$ cat config.mk
export PLATFORM = sky130hd
export DESIGN_NAME = sensor_frame_deframer_top_flat
export DESIGN_NICKNAME = d
export VERILOG_FILES = /design/src/hw/rtl/sfd_pkg.sv /design/src/hw/rtl/sfd_byte_if.sv /design/src/hw/rtl/sfd_frame_if.sv /design/src/hw/rtl/sfd_collector.sv /design/src/hw/rtl/sfd_out_buf.sv /design/src/hw/rtl/sensor_frame_deframer_top.sv /design/src/flat_wrapper.sv
export SDC_FILE = /design/constraint.sdc
export NUM_CORES = 1
export LEC_CHECK = 0
export CAP_MARGIN = 20
export CORE_ASPECT_RATIO = 1.25
export CORE_MARGIN = 2
export CORE_UTILIZATION = 60
export CTS_CLUSTER_DIAMETER = 60
export CTS_CLUSTER_SIZE = 8
export DETAILED_ROUTE_END_ITERATION = 8
export DONT_BUFFER_PORTS = 1
export GPL_TIMING_DRIVEN = 0
export PLACE_DENSITY_LB_ADDON = 0.2
export SKIP_CTS_REPAIR_TIMING = 1
export SYNTH_ARGS = -nofsm -noshare
export SYNTH_HDL_FRONTEND = slang
export SYNTH_SLANG_ARGS = --single-unit
$ cat constraint.sdc
create_clock -name clk_i -period 37.8 [get_ports clk_i]
set_input_delay 7.56 -clock clk_i [delete_from_list [all_inputs] [get_ports clk_i]]
set_output_delay 7.56 -clock clk_i [all_outputs]
set_load 0.05 [all_outputs]
$ cat src/hw/rtl/sfd_pkg.sv
package sfd_pkg;

  localparam int unsigned ByteW     = 8;
  localparam int unsigned WordW     = 32;
  localparam int unsigned WordCount = 6;
  localparam int unsigned PosW      = 5;
  localparam int unsigned WordIdxW  = $clog2(WordCount);

  localparam logic [ByteW-1:0] HdrFirst  = 8'h48;
  localparam logic [ByteW-1:0] HdrSecond = 8'hAA;
  localparam logic [ByteW-1:0] TrailCr   = 8'd13;
  localparam logic [ByteW-1:0] TrailLf   = 8'd10;

  localparam logic [PosW-1:0] PosFirstWord = 5'd2;
  localparam logic [PosW-1:0] PosLastWord  = 5'd25;
  localparam logic [PosW-1:0] PosTrailCr   = 5'd26;
  localparam logic [PosW-1:0] PosTrailLf   = 5'd27;
  localparam logic [PosW-1:0] PosLast      = 5'd29;

  localparam logic StatusGood = 1'b0;
  localparam logic StatusBad  = 1'b1;

  typedef logic [WordW-1:0] word_t;

  typedef struct packed {
    word_t [WordCount-1:0] words;
    logic                  status;
  } frame_t;

  typedef struct packed {
    logic   valid;
    frame_t frame;
  } push_t;

endpackage

$ cat src/hw/rtl/sfd_byte_if.sv
interface sfd_byte_if;
  logic                      valid;
  logic                      ready;
  logic [sfd_pkg::ByteW-1:0] rx_byte;

  modport source(output valid, output rx_byte, input ready);
  modport sink(input valid, input rx_byte, output ready);
endinterface

$ cat src/hw/rtl/sfd_frame_if.sv
interface sfd_frame_if;
  logic                      valid;
  logic                      ready;
  logic [sfd_pkg::WordW-1:0] axis_word_0;
  logic [sfd_pkg::WordW-1:0] axis_word_1;
  logic [sfd_pkg::WordW-1:0] axis_word_2;
  logic [sfd_pkg::WordW-1:0] axis_word_3;
  logic [sfd_pkg::WordW-1:0] axis_word_4;
  logic [sfd_pkg::WordW-1:0] axis_word_5;
  logic                      frame_status;

  modport source(output valid, output axis_word_0, output axis_word_1, output axis_word_2,
                 output axis_word_3, output axis_word_4, output axis_word_5,
                 output frame_status, input ready);
  modport sink(input valid, input axis_word_0, input axis_word_1, input axis_word_2,
               input axis_word_3, input axis_word_4, input axis_word_5,
               input frame_status, output ready);
endinterface

$ cat src/hw/rtl/sfd_collector.sv
module sfd_collector (
  input  logic                      clk_i,
  input  logic                      rst_ni,
  input  logic                      accept_i,
  input  logic [sfd_pkg::ByteW-1:0] rx_byte_i,
  output sfd_pkg::push_t            push_o
);
  import sfd_pkg::*;

  localparam logic [1:0] PhHunt    = 2'd0;
  localparam logic [1:0] PhArmed   = 2'd1;
  localparam logic [1:0] PhCollect = 2'd2;

  logic [1:0]      phase_q, phase_d;
  logic [PosW-1:0] pos_q, pos_d;
  word_t           words_q [WordCount];
  logic [ByteW-1:0] trail_first_q;
  logic            trail_good_q;

  logic [PosW-1:0]     rel;
  logic [WordIdxW-1:0] word_idx;
  logic [1:0]          lane;
  logic                in_range;
  logic                wr_word;
  logic                wr_cr;
  logic                wr_lf;
  logic                last;

  assign rel      = pos_q - PosFirstWord;
  assign word_idx = rel[4:2];
  assign lane     = rel[1:0];
  assign in_range = (pos_q >= PosFirstWord) && (pos_q <= PosLast);

  always_comb begin
    phase_d = phase_q;
    pos_d   = pos_q;
    wr_word = 1'b0;
    wr_cr   = 1'b0;
    wr_lf   = 1'b0;
    last    = 1'b0;
    case (phase_q)
      PhArmed: begin
        if (rx_byte_i == HdrSecond) begin
          phase_d = PhCollect;
          pos_d   = PosFirstWord;
        end else if (rx_byte_i == HdrFirst) begin
          pos_d = 5'd1;
        end else begin
          phase_d = PhHunt;
          pos_d   = '0;
        end
      end
      PhCollect: begin
        if (!in_range) begin
          phase_d = PhHunt;
          pos_d   = '0;
        end else begin
          wr_word = (pos_q <= PosLastWord);
          wr_cr   = (pos_q == PosTrailCr);
          wr_lf   = (pos_q == PosTrailLf);
          if (pos_q == PosLast) begin
            last    = 1'b1;
            phase_d = PhHunt;
            pos_d   = '0;
          end else begin
            pos_d = pos_q + 5'd1;
          end
        end
      end
      default: begin
        if (rx_byte_i == HdrFirst) begin
          phase_d = PhArmed;
          pos_d   = 5'd1;
        end else begin
          phase_d = PhHunt;
          pos_d   = '0;
        end
      end
    endcase
  end

  always_ff @(posedge clk_i or negedge rst_ni) begin
    if (!rst_ni) begin
      phase_q <= PhHunt;
      pos_q   <= '0;
    end else if (accept_i) begin
      phase_q <= phase_d;
      pos_q   <= pos_d;
    end
  end

  always_ff @(posedge clk_i) begin
    if (accept_i && wr_word) begin
      case (lane)
        2'd0:    words_q[word_idx][7:0]   <= rx_byte_i;
        2'd1:    words_q[word_idx][15:8]  <= rx_byte_i;
        2'd2:    words_q[word_idx][23:16] <= rx_byte_i;
        default: words_q[word_idx][31:24] <= rx_byte_i;
      endcase
    end
    if (accept_i && wr_cr) begin
      trail_first_q <= rx_byte_i;
    end
    if (accept_i && wr_lf) begin
      trail_good_q <= (trail_first_q == TrailCr) && (rx_byte_i == TrailLf);
    end
  end

  always_comb begin
    push_o.valid = accept_i && last;
    for (int k = 0; k < WordCount; k++) begin
      push_o.frame.words[k] = words_q[k];
    end
    push_o.frame.status = trail_good_q ? StatusGood : StatusBad;
  end

endmodule

$ cat src/hw/rtl/sfd_out_buf.sv
module sfd_out_buf (
  input  logic           clk_i,
  input  logic           rst_ni,
  input  sfd_pkg::push_t push_i,
  output logic           space_o,
  sfd_frame_if.source    frame_o
);
  import sfd_pkg::*;

  logic   out_vld_q;
  logic   skid_vld_q;
  frame_t out_q;
  frame_t skid_q;
  logic   pop;

  assign pop     = out_vld_q && frame_o.ready;
  assign space_o = !skid_vld_q;

  always_ff @(posedge clk_i or negedge rst_ni) begin
    if (!rst_ni) begin
      out_vld_q  <= 1'b0;
      skid_vld_q <= 1'b0;
    end else if (pop) begin
      if (skid_vld_q) begin
        skid_vld_q <= 1'b0;
      end else if (!push_i.valid) begin
        out_vld_q <= 1'b0;
      end
    end else if (push_i.valid) begin
      if (out_vld_q) begin
        skid_vld_q <= 1'b1;
      end else begin
        out_vld_q <= 1'b1;
      end
    end
  end

  always_ff @(posedge clk_i) begin
    if (pop) begin
      if (skid_vld_q) begin
        out_q <= skid_q;
      end else if (push_i.valid) begin
        out_q <= push_i.frame;
      end
    end else if (push_i.valid) begin
      if (out_vld_q) begin
        skid_q <= push_i.frame;
      end else begin
        out_q <= push_i.frame;
      end
    end
  end

  assign frame_o.valid        = out_vld_q;
  assign frame_o.axis_word_0  = out_q.words[0];
  assign frame_o.axis_word_1  = out_q.words[1];
  assign frame_o.axis_word_2  = out_q.words[2];
  assign frame_o.axis_word_3  = out_q.words[3];
  assign frame_o.axis_word_4  = out_q.words[4];
  assign frame_o.axis_word_5  = out_q.words[5];
  assign frame_o.frame_status = out_q.status;

endmodule

$ cat src/hw/rtl/sensor_frame_deframer_top.sv
// Deframer for the six-axis force/torque sensor byte link.
// rx_i (sink) takes one received byte per item; frame_o (source) gives one
// item per complete 30-byte frame: six little-endian 32-bit words from frame
// bytes 2..25 and frame_status (0 = CR LF trailer, 1 = bad trailer).
// The header 0x48 0xAA is hunted for; a repeated 0x48 keeps the hunt armed.
// Throughput: one byte per cycle while rx_i.ready is high. A complete frame
// is registered into the frame_o output register, or into the skid entry
// while frame_o holds an untaken one. Bytes that complete no frame give no item.
// Stall: frame_o has an output register plus one skid entry, so rx_i keeps
// taking bytes while a frame waits; rx_i.ready drops only while two frames
// are pending, i.e. after the receiver has stalled for a whole frame time.
// Reset (rst_ni low, asynchronous): back to hunting for 0x48, both output
// entries empty. Word and trailer registers are not reset; each is written
// before any frame that uses it is emitted.
module sensor_frame_deframer_top (
  input  logic        clk_i,
  input  logic        rst_ni,
  sfd_byte_if.sink    rx_i,
  sfd_frame_if.source frame_o
);
  import sfd_pkg::*;

  push_t push;
  logic  space;
  logic  accept;

  assign rx_i.ready = space;
  assign accept     = rx_i.valid && space;

  sfd_collector u_collector (
    .clk_i     (clk_i),
    .rst_ni    (rst_ni),
    .accept_i  (accept),
    .rx_byte_i (rx_i.rx_byte),
    .push_o    (push)
  );

  sfd_out_buf u_out_buf (
    .clk_i   (clk_i),
    .rst_ni  (rst_ni),
    .push_i  (push),
    .space_o (space),
    .frame_o (frame_o)
  );

endmodule

$ cat src/flat_wrapper.sv
// flat-port wrapper written by rule: the top's interface ports become plain ports
module sensor_frame_deframer_top_flat import sfd_pkg::*;
  (clk_i, rst_ni, rx_i_valid, rx_i_rx_byte, rx_i_ready, frame_o_valid, frame_o_axis_word_0, frame_o_axis_word_1, frame_o_axis_word_2, frame_o_axis_word_3, frame_o_axis_word_4, frame_o_axis_word_5, frame_o_frame_status, frame_o_ready);
  sfd_byte_if rx_i_i ();
  sfd_frame_if frame_o_i ();
  input  logic clk_i;
  input  logic rst_ni;
  input wire logic [$bits(rx_i_i.valid)-1:0] rx_i_valid;
  input wire logic [$bits(rx_i_i.rx_byte)-1:0] rx_i_rx_byte;
  output wire logic [$bits(rx_i_i.ready)-1:0] rx_i_ready;
  output wire logic [$bits(frame_o_i.valid)-1:0] frame_o_valid;
  output wire logic [$bits(frame_o_i.axis_word_0)-1:0] frame_o_axis_word_0;
  output wire logic [$bits(frame_o_i.axis_word_1)-1:0] frame_o_axis_word_1;
  output wire logic [$bits(frame_o_i.axis_word_2)-1:0] frame_o_axis_word_2;
  output wire logic [$bits(frame_o_i.axis_word_3)-1:0] frame_o_axis_word_3;
  output wire logic [$bits(frame_o_i.axis_word_4)-1:0] frame_o_axis_word_4;
  output wire logic [$bits(frame_o_i.axis_word_5)-1:0] frame_o_axis_word_5;
  output wire logic [$bits(frame_o_i.frame_status)-1:0] frame_o_frame_status;
  input wire logic [$bits(frame_o_i.ready)-1:0] frame_o_ready;
  assign rx_i_i.valid = rx_i_valid;
  assign rx_i_i.rx_byte = rx_i_rx_byte;
  assign rx_i_ready = rx_i_i.ready;
  assign frame_o_valid = frame_o_i.valid;
  assign frame_o_axis_word_0 = frame_o_i.axis_word_0;
  assign frame_o_axis_word_1 = frame_o_i.axis_word_1;
  assign frame_o_axis_word_2 = frame_o_i.axis_word_2;
  assign frame_o_axis_word_3 = frame_o_i.axis_word_3;
  assign frame_o_axis_word_4 = frame_o_i.axis_word_4;
  assign frame_o_axis_word_5 = frame_o_i.axis_word_5;
  assign frame_o_frame_status = frame_o_i.frame_status;
  assign frame_o_i.ready = frame_o_ready;
  sensor_frame_deframer_top u_core (.clk_i(clk_i), .rst_ni(rst_ni), .rx_i(rx_i_i), .frame_o(frame_o_i));
endmodule
# Word level (Yosys, flattened, before mapping)
# Memory sizes are Yosys's and may differ from the RTL's.
# Index checks and enable logic that the tools add are counted.
[totals]
ff_bits = 404
ramBits = 192
input_bits = 12
output_inout_bits = 195
n_memories = 1
[op_classes]
n_addsub = 2
n_lt_le_gt_ge = 3
eq_ne = 16
muxes = 45
bitwise = 1
n_reduce_logical = 19
[mem_list]
columns = ["name", "words", "width", "read_ports", "rd_clocked_by_memory_dff", "wr", "line_no", "text"]
rows = [
  ["u_core.u_collector.words_q", 6, 32, 6, 0, 1, "sfd_collector.sv:16", "word_t words_q [WordCount];"],
]
[op_table]
columns = ["op", "n"]
rows = [
  ["193-bit two-way mux", 5],
  ["1-bit two-way mux", 31],
  ["8-bit by 4-bit == test with 1-bit output, second input constant", 2],
  ["5-bit == test, second input constant", 3],
  ["3-bit AND reduction", 4],
  ["5-bit <= comparator, second input constant", 2],
  ["2-bit two-way mux", 5],
  ["5-bit two-way mux", 2],
  ["5-bit case mux with 2 select lines", 1],
  ["8-bit by 7-bit == test with 1-bit output, second input constant", 1],
  ["8-bit == test, second input constant", 1],
  ["1-bit logical AND", 8],
  ["3-bit inequality test, second input constant", 2],
  ["2-bit nonzero test", 3],
  ["5-bit by 1-bit adder with 5-bit output, second input constant", 1],
  ["5-bit by 2-bit greater-or-equal comparator with 1-bit output, second input constant", 1],
  ["5-bit by 2-bit subtractor with 5-bit output, second input constant", 1],
  ["2-bit by 1-bit == test with 1-bit output, second input constant", 2],
  ["2-bit == test, second input constant", 2],
  ["2-bit inequality test, second input constant", 2],
  ["2-bit case mux with 2 select lines", 1],
  ["3-bit OR reduction", 1],
  ["2-bit logical NOT", 1],
  ["2-bit by 1-bit inequality test with 1-bit output, second input constant", 1],
  ["other kinds (3)", 3],
]

# Depth between registers and ports, before layout
# Gate-level depths: netlist of run 1.
[depth]
depth_word = 8
depth_mapped = 7
ltp_nobuf = 7

# Hierarchy
# From an unflattened synthesis of run 1, not the netlist that was laid out.
[hier_totals]
cells_unflattened = 940
area_unflattened_um2 = 21297.9
[modules_own_cells]
columns = ["module", "n_inst", "cells_each", "area_per_inst_um2", "seq_area_each_um2"]
rows = [
  ["sfd_out_buf", 1, 612, 14351.3, 11641.2],
  ["sfd_collector", 1, 327, 6940.4, 6211.0],
  ["sensor_frame_deframer_top", 1, 1, 6.3, 0.0],
]

# Worst setup path after synthesis of run 1
# No wires, ideal clock.
[synth_timing]
kind = "input to register"
startpoint = "input rx_i_valid"
endpoint = "register u_core.u_out_buf.out_q (netlist bit u_core.u_out_buf.frame_o.axis_word_0[0]), enable pin"
setup_time_ns = 1.050
t_arrival_ns = 22.489
slack_ns = 14.261
cell_stages = 6
path_cell_list = "nor2b_1 -> buf_2 -> nand4_1 -> or2_2 -> ha_1 -> a221oi_1"
[synth_via]
elab_chain_len = 4
elab_cells_between_ends = 5
[synth_lines]
columns = ["element", "line_no", "text"]
rows = [
  ["start: declaration", "flat_wrapper.sv:8", "input wire logic [$bits(rx_i_i.valid)-1:0] rx_i_valid;"],
  ["1-bit logical AND (*)", "sensor_frame_deframer_top.sv:28", "assign accept = rx_i.valid && space;"],
  ["1-bit logical AND (*)", "sfd_collector.sv:110", "push_o.valid = accept_i && last;"],
  ["2-bit nonzero test (no line)", "--", ""],
  ["3-bit AND reduction (no line) (*)", "--", ""],
  ["end signal: assignment", "sfd_out_buf.sv:41", "out_q <= skid_q;"],
  ["end signal: assignment", "sfd_out_buf.sv:43", "out_q <= push_i.frame;"],
  ["end signal: assignment", "sfd_out_buf.sv:49", "out_q <= push_i.frame;"],
  ["end: declaration", "sfd_out_buf.sv:12", "frame_t out_q;"],
]
# Mark *: on every way between the ends. The rest lies on a longest branch, timed or not.
# A chain may end at the register's enable or synchronous reset.

# Final worst setup path of run 1
[layout_timing]
startpoint = "input rx_i_valid"
endpoint = "register u_core.u_out_buf.skid_q[156] in the netlist's numbering, enable pin"
[layout_via]
elab_chain_len = 3
[layout_lines]
columns = ["element", "line_no", "text"]
rows = [
  ["1-bit logical AND", "sensor_frame_deframer_top.sv:28", ""],
  ["1-bit logical AND", "sfd_collector.sv:110", ""],
  ["3-bit AND reduction (no line)", "--", ""],
  ["end signal: assignment", "sfd_out_buf.sv:47", "skid_q <= push_i.frame;"],
  ["end: declaration", "sfd_out_buf.sv:13", "frame_t skid_q;"],
]
# Every way passes these cells.

==> flow_metrics.env, run 1 <==
export IMPL_grt_max_degree=29
export IMPL_ant_nets=0
export IMPL_root_buffer="clkbuf_16"
export IMPL_synthTopCellsByArea="edfxtp_1 84%, mux2_2 10%, dfrtp_1 1.1%"
export IMPL_powerDensity_nw_per_um2=65.3
export IMPL_die_area_sq_um=36500
export IMPL_ys_types=47
export IMPL_status="complete, no violations"
export IMPL_fp_dieH_um=213
export IMPL_utilization_pct=70.5
export IMPL_slew_headroom_pct=27.0
export IMPL_drive_gt1_share_pct=31.9
export IMPL_final_common_cell="edfxtp_1"
export IMPL_cpMostUsedCell="buf_6"
export IMPL_cts_clk_slew_worst_paths_ns=0.04
export IMPL_syn_nets=970
export IMPL_port_buffers=0
export IMPL_cts_made_buffers=84
export IMPL_maxSlewViolCount=0
export IMPL_ys_async_sr_fraction_pct=1.51
export IMPL_fin_ws_ns=27.80
export IMPL_dp_worst_setup_slack_ns=27.24
export IMPL_hp_class="flop to flop"
export IMPL_grt_pass1_vias=9310
export IMPL_reg2regPathDepth=12
export IMPL_tightest_slew_ns=1.09
export IMPL_grt_usage_pct=21.9
export IMPL_synth_top_area_cell="edfxtp_1"
export IMPL_dp_hpwl_mm=22.5
export IMPL_yosysSeqAreaShare_pct=85.0
export IMPL_drc=0
export IMPL_cpPeakStageDelay_ns=0.59
export IMPL_nets=1097
export IMPL_ys_warn_count=0
export IMPL_yosys_register_bits=596
export IMPL_num_rows=76
export IMPL_cp_end_kind="flop"
export IMPL_wl_mm=38.6
export IMPL_drv_cap=0
export IMPL_wl_per_cell_um=24.8
export IMPL_final_cell_mix="587 x edfxtp_1, 192 x mux2_2, 85 x clkbuf_16, 24 x nor2_1, 23 x buf_2"
export IMPL_syn_to_final_growth_pct=15.9
export IMPL_gp_congestion=0.793
export IMPL_drt_pass1_iterations=7
export IMPL_synth_edff_count=587
export IMPL_vias_per_cell=5.76
export IMPL_hold_viol_final=0
export IMPL_required_ns=38.08
export IMPL_antenna_found_initial=0
export IMPL_setup_tns_ns=0
export IMPL_crit_path_cell_trace="nor2b_1, buf_2, nand4_1, or2_2, nor3_2, buf_6, buf_6, buf_6, buf_6, buf_6, buf_6, buf_6"
export IMPL_grt_pass1_wl_mm=57.9
export IMPL_crit_slowest_cell="nor3_2"
export IMPL_whs_endpoint="u_core.u_out_buf.skid_q[26]"
export IMPL_regToRegStartpoint="u_core.u_collector.pos_q[1]"
export IMPL_htree_num_levels=3
export IMPL_insertedDiodeCount=0
export IMPL_fin_skew_ns=0.0185
export IMPL_period_minus_slack_ns=10.00
export IMPL_initial_core_util_pct=60.9
export IMPL_synth_top_area_share_pct=83.9
export IMPL_syn_cell_area_sq_um=21000
export IMPL_finalCritPeriodShare_pct=26.5
export IMPL_critPathLaunchType="primary input"
export IMPL_worst_path_max_fanout=11
export IMPL_hold_path_depth=0
export IMPL_grt_ovfl_total=0
export IMPL_dr_total_vias=8983
export IMPL_hold_start="u_core.u_collector.words_q[0][25]"
export IMPL_timing_fmax_mhz=100
export IMPL_crit_type="primary input to flop"
export IMPL_vdd_drop_max_mv=0.0598
export IMPL_coreArea_sq_um=34500
export IMPL_ys_flop_type="edfxtp_1"
export IMPL_cts_sinks=596
export IMPL_fp_dieW_um=171
export IMPL_worst_ep_arrival_time_ns=10.28
export IMPL_synthCells=947
export IMPL_tritoncts="built"
export IMPL_rrSetupSlack_ns=34.19
export IMPL_final_cell_area_sq_um=24300
export IMPL_postPlaceCellArea_sq_um=22100
export IMPL_insertion_delay_ns=0.58
export IMPL_rsz0062_at_grt="false"
export IMPL_clock_path_buffers=3
export IMPL_p_leak_nw=7.98
export IMPL_avgSynthCellArea_sq_um=22.2
export IMPL_drtIter0Drc=746
export IMPL_rr_endpoint="u_core.u_out_buf.skid_q[156]"
export IMPL_setup_viol=0
export IMPL_io_pins=207
## per-layer routing
| metal | track usage [%] | routed length [um] | part of all wire (%) |
|---|---|---|---|
| met4 | 6.63 | 540 | 1.4 |
| met1 | 29.2 | 16200 | 42 |
| met5 | 0 | 0 | 0 |
| met3 | 5.75 | 2300 | 5.9 |
| met2 | 35.9 | 19600 | 51 |
## synthesized netlist by cell type (2+ instances only)
library cell,number
nor3_1,10
mux2i_1,2
inv_1,15
buf_1,3
nor2_1,24
o211ai_1,7
or4_1,2
buf_2,18
and2b_1,2
ha_1,11
edfxtp_1,587
dfrtp_1,9
clkbuf_1,3
mux2_2,192
a21oi_1,5
nand2_1,10
a31oi_1,2
o32ai_1,3
nand3_1,5
nand4_1,2
nor4b_1,2
o21ai_0,6
nor4bb_1,2
nor4_1,2
## final cells by class
cell class,count,area [sq um]
plain buffers,25,124
clock buffers,100,2180
clock inverters,3,47.5
fillers,2079,10200
inverters,15,56.3
multi-input cells,311,3000
flip-flops and latches,596,17900
well taps,468,586
repair buffers,41,493
## stage by stage
stage               hold slack [ns]  power (W)  cells
global placement              0.424   0.000973   1415
detailed placement            0.428   0.000958   1455
finish                        0.438    0.00159   1559
CTS                           0.435    0.00161   1558
floorplan                     0.420   0.000941    947
global route                  0.441    0.00164   1559
## how the worst max path moves through the flow
stage / from / end
6_report: rx_i_valid / u_core.u_out_buf.skid_q[156]
5_1_grt: rx_i_valid / u_core.u_out_buf.skid_q[156]
3_5_place_dp: rx_i_valid / u_core.u_out_buf.skid_q[156]
4_1_cts: rx_i_valid / u_core.u_out_buf.skid_q[156]
3_3_place_gp: rx_i_valid / u_core.u_out_buf.frame_o.axis_word_4[5]
2_1_floorplan: rx_i_valid / u_core.u_out_buf.frame_o.axis_word_0[0]
## flip-flops by register name, summed over array words and instances (netlist names)
register                               count
u_core.u_out_buf.frame_o.axis_word_3      32
u_core.u_out_buf.frame_o.axis_word_4      32
u_core.u_collector.trail_good_q            1
u_core.u_collector.phase_q                 2
u_core.u_collector.words_q               192
u_core.u_out_buf.skid_vld_q                1
u_core.u_out_buf.frame_o.axis_word_0      32
u_core.u_collector.pos_q                   5
u_core.u_out_buf.frame_o.axis_word_2      32
u_core.u_out_buf.frame_o.frame_status      1
u_core.u_out_buf.frame_o.valid             1
u_core.u_out_buf.skid_q                  193
u_core.u_collector.trail_first_q           8
u_core.u_out_buf.frame_o.axis_word_1      32
u_core.u_out_buf.frame_o.axis_word_5      32
## kinds of logic (layout without fill, tap and decap cells)
family | Yosys count | count (layout) | synth area share [%]
DFF | 596 | 596 | 85.0
muxes | 194 | 194 | 10.4
and+or+nand+nor | 68 | 68 | 1.66
buffers and inverters | 40 | 184 | 0.858
AOI/OAI and AO/OA | 38 | 38 | 1.47
adders and majority gates | 11 | 11 | 0.655
## worst max-delay path, delay by kind of cell
kind,cells,cell delay [ns]
buf+inv,8,1.41
simple gates,4,1.28
## where the power goes
part,internal (W),switching (W),total (W)
clock network,0.000404,0.000240,0.000645
registers,0.000762,0.0000894,0.000851
logic,0.0000431,0.0000515,0.0000945
(Power assumes the default switching activity.)
==> run 2, diff against run 1 <==
CORE_UTILIZATION = 56   (was 60)
clock period = 9.12 ns   (was 37.8 ns; I/O delays follow)
==> run 2 against run 1 <==
  * First-iteration DRC count fell by 6.7%
  * Non-clock buffer count decreased by 9
  * Global-route usage is 1.4 points lower
  * Setup slack lost 23 ns
  * Utilization is 4.5 points lower
  * Sequential power grew to 4.1 times the previous value
  * Combinational power rose to 4.2 times the previous value
  * Count of clock-buffer cells in the layout down 1
  * Critical endpoint is now u_core.u_out_buf.frame_o.axis_word_2[27]
  * Largest power group unchanged
  * Highest routed layer unchanged
==> flow_metrics.env, run 2 (synthesized netlist as in run 1, its figures left out) <==
export IMPL_status="complete, no violations"
export IMPL_wl_per_cell_um=25.1
export IMPL_timing_fmax_mhz=249
export IMPL_gp_congestion=0.764
export IMPL_hold_viol_final=0
export IMPL_tightest_slew_ns=1.12
export IMPL_grt_pass1_vias=9477
export IMPL_cts_clk_slew_worst_paths_ns=0.05
export IMPL_coreArea_sq_um=37100
export IMPL_crit_path_cell_trace="nor2b_1, buf_2, nand4_1, or2_2, ha_1, a221oi_4, buf_8, buf_16, buf_8, buf_16, buf_16"
export IMPL_hp_class="flop to flop"
export IMPL_cts_sinks=596
export IMPL_grt_ovfl_total=0
export IMPL_antenna_found_initial=0
export IMPL_port_buffers=0
export IMPL_slew_headroom_pct=25.0
export IMPL_cpMostUsedCell="buf_16"
export IMPL_finalPower_w=0.00662
export IMPL_worst_ep_arrival_time_ns=4.31
export IMPL_nets=1088
export IMPL_grt_usage_pct=20.5
export IMPL_syn_to_final_growth_pct=16.4
export IMPL_drc=0
export IMPL_die_area_sq_um=39100
export IMPL_vdd_drop_max_mv=0.161
export IMPL_powerDensity_nw_per_um2=271
export IMPL_p_leak_nw=7.98
export IMPL_regMostFlops="u_core.u_out_buf.skid_q"
export IMPL_clock_path_buffers=3
export IMPL_rsz0062_at_grt="false"
export IMPL_crit_slowest_cell="or2_2"
export IMPL_tritoncts="built"
export IMPL_num_rows=79
export IMPL_dp_hpwl_mm=23.0
export IMPL_dr_total_vias=9009
export IMPL_whs_ns=0.437
export IMPL_ant_nets=0
export IMPL_cts_made_buffers=84
export IMPL_required_ns=9.41
export IMPL_root_buffer="clkbuf_16"
export IMPL_grt_max_degree=29
export IMPL_final_common_cell="edfxtp_1"
export IMPL_worst_path_max_fanout=20
export IMPL_setup_viol=0
export IMPL_io_pins=207
export IMPL_drv_cap=0
export IMPL_drive_gt1_share_pct=31.6
export IMPL_fin_ws_ns=5.10
export IMPL_initial_core_util_pct=56.7
export IMPL_critPathTopFamily="buffers and inverters"
export IMPL_htree_num_levels=3
export IMPL_largestRegisters="u_core.u_out_buf.skid_q: 193 flops, u_core.u_collector.words_q: 192 flops"
export IMPL_critPathLaunchType="primary input"
export IMPL_wl_mm=39.4
export IMPL_insertedDiodeCount=0
export IMPL_path_buf_inv=6
export IMPL_fp_dieW_um=177
export IMPL_cpPeakStageDelay_ns=0.41
export IMPL_final_cell_mix="587 x edfxtp_1, 192 x mux2_2, 86 x clkbuf_16, 24 x nor2_1, 22 x buf_2"
export IMPL_cp_end_kind="flop"
export IMPL_vias_per_cell=5.74
export IMPL_fp_dieH_um=221
export IMPL_crit_type="primary input to flop"
export IMPL_drtIter0Drc=696
export IMPL_dp_worst_setup_slack_ns=4.49
export IMPL_drt_pass1_iterations=4
export IMPL_finalCritPeriodShare_pct=44.1
export IMPL_maxSlewViolCount=0
export IMPL_grt_pass1_wl_mm=58.2
export IMPL_fin_skew_ns=0.0120
export IMPL_insertion_delay_ns=0.59
export IMPL_period_minus_slack_ns=4.02
export IMPL_largest_reg_flops=193
[run 2: changes by cell type in the layout (fill, tap and decap cells not counted)]
cell	before	now
clkbuf_16	85	86
nor3_2	1	0
nor3_4	0	1
buf_2	23	22
buf_8	11	13
clkbuf_4	1	2
buf_6	21	1
clkinv_8	0	1
buf_16	2	11
clkinv_2	0	1
bufinv_16	1	0
inv_16	0	1
clkbuf_1	18	16
[run 2: worst paths after layout]
check,startpoint,cells after the start,slack [ns],endpoint
min reg2reg,u_core.u_collector.words_q[1][14],0,0.44,u_core.u_out_buf.skid_q[47]
min,u_core.u_collector.words_q[1][14],0,0.44,u_core.u_out_buf.skid_q[47]
min in group asynchronous,rst_ni,0,0.93,u_core.u_collector.pos_q[3]
max in group asynchronous,rst_ni,0,8.12,u_core.u_collector.phase_q[1]
max reg2reg,u_core.u_collector.pos_q[2],7,5.65,u_core.u_collector.words_q[5][30]
max,rx_i_valid,11,5.10,u_core.u_out_buf.frame_o.axis_word_2[27]
[run 2: through the flow]
stage	area, sq um	std cells	util, %	TNS, ns
after floorplan	21000	947	-	0
after global placement	21600	1433	58.4	-381.80
after detailed placement	22200	1463	59.8	0
after CTS	24400	1567	65.9	0
after global routing	24500	1569	66.0	0
final	24500	1569	66.0	0
[run 2: layout make-up]
type                    instances  area, sq um
repair buffers                 32          548
plain buffers                  25          124
flip-flops and latches        596        17900
fillers                      2432        12600
clock buffers                  99         2200
clock inverters                 5         58.8
well taps                     486          608
inverters                      15         56.3
multi-input cells             311         3000
[run 2: power breakdown]
group | switching, W | total, W | internal, W
Combinational | 0.000217 | 0.000400 | 0.000183
Clock | 0.00102 | 0.00269 | 0.00167
Sequential | 0.000372 | 0.00353 | 0.00316
[run 2: routing by layer]
| layer | track usage [%] | wire length, um |
|---|---|---|
| met1 | 26.6 | 16500 |
| met5 | 0 | 0 |
| met4 | 9.23 | 1150 |
| met2 | 33.4 | 19500 |
| met3 | 4.76 | 2210 |
[run 2: worst register-to-register path, stage by stage, from the launching register on]
cell and delay [ns]:
dfrtp_1 0.42, buf_6 0.16, inv_1 0.16, ha_1 0.31
a21boi_0 0.25, a2bb2oi_1 0.33, o211ai_1 0.45, nor3_1 1.01
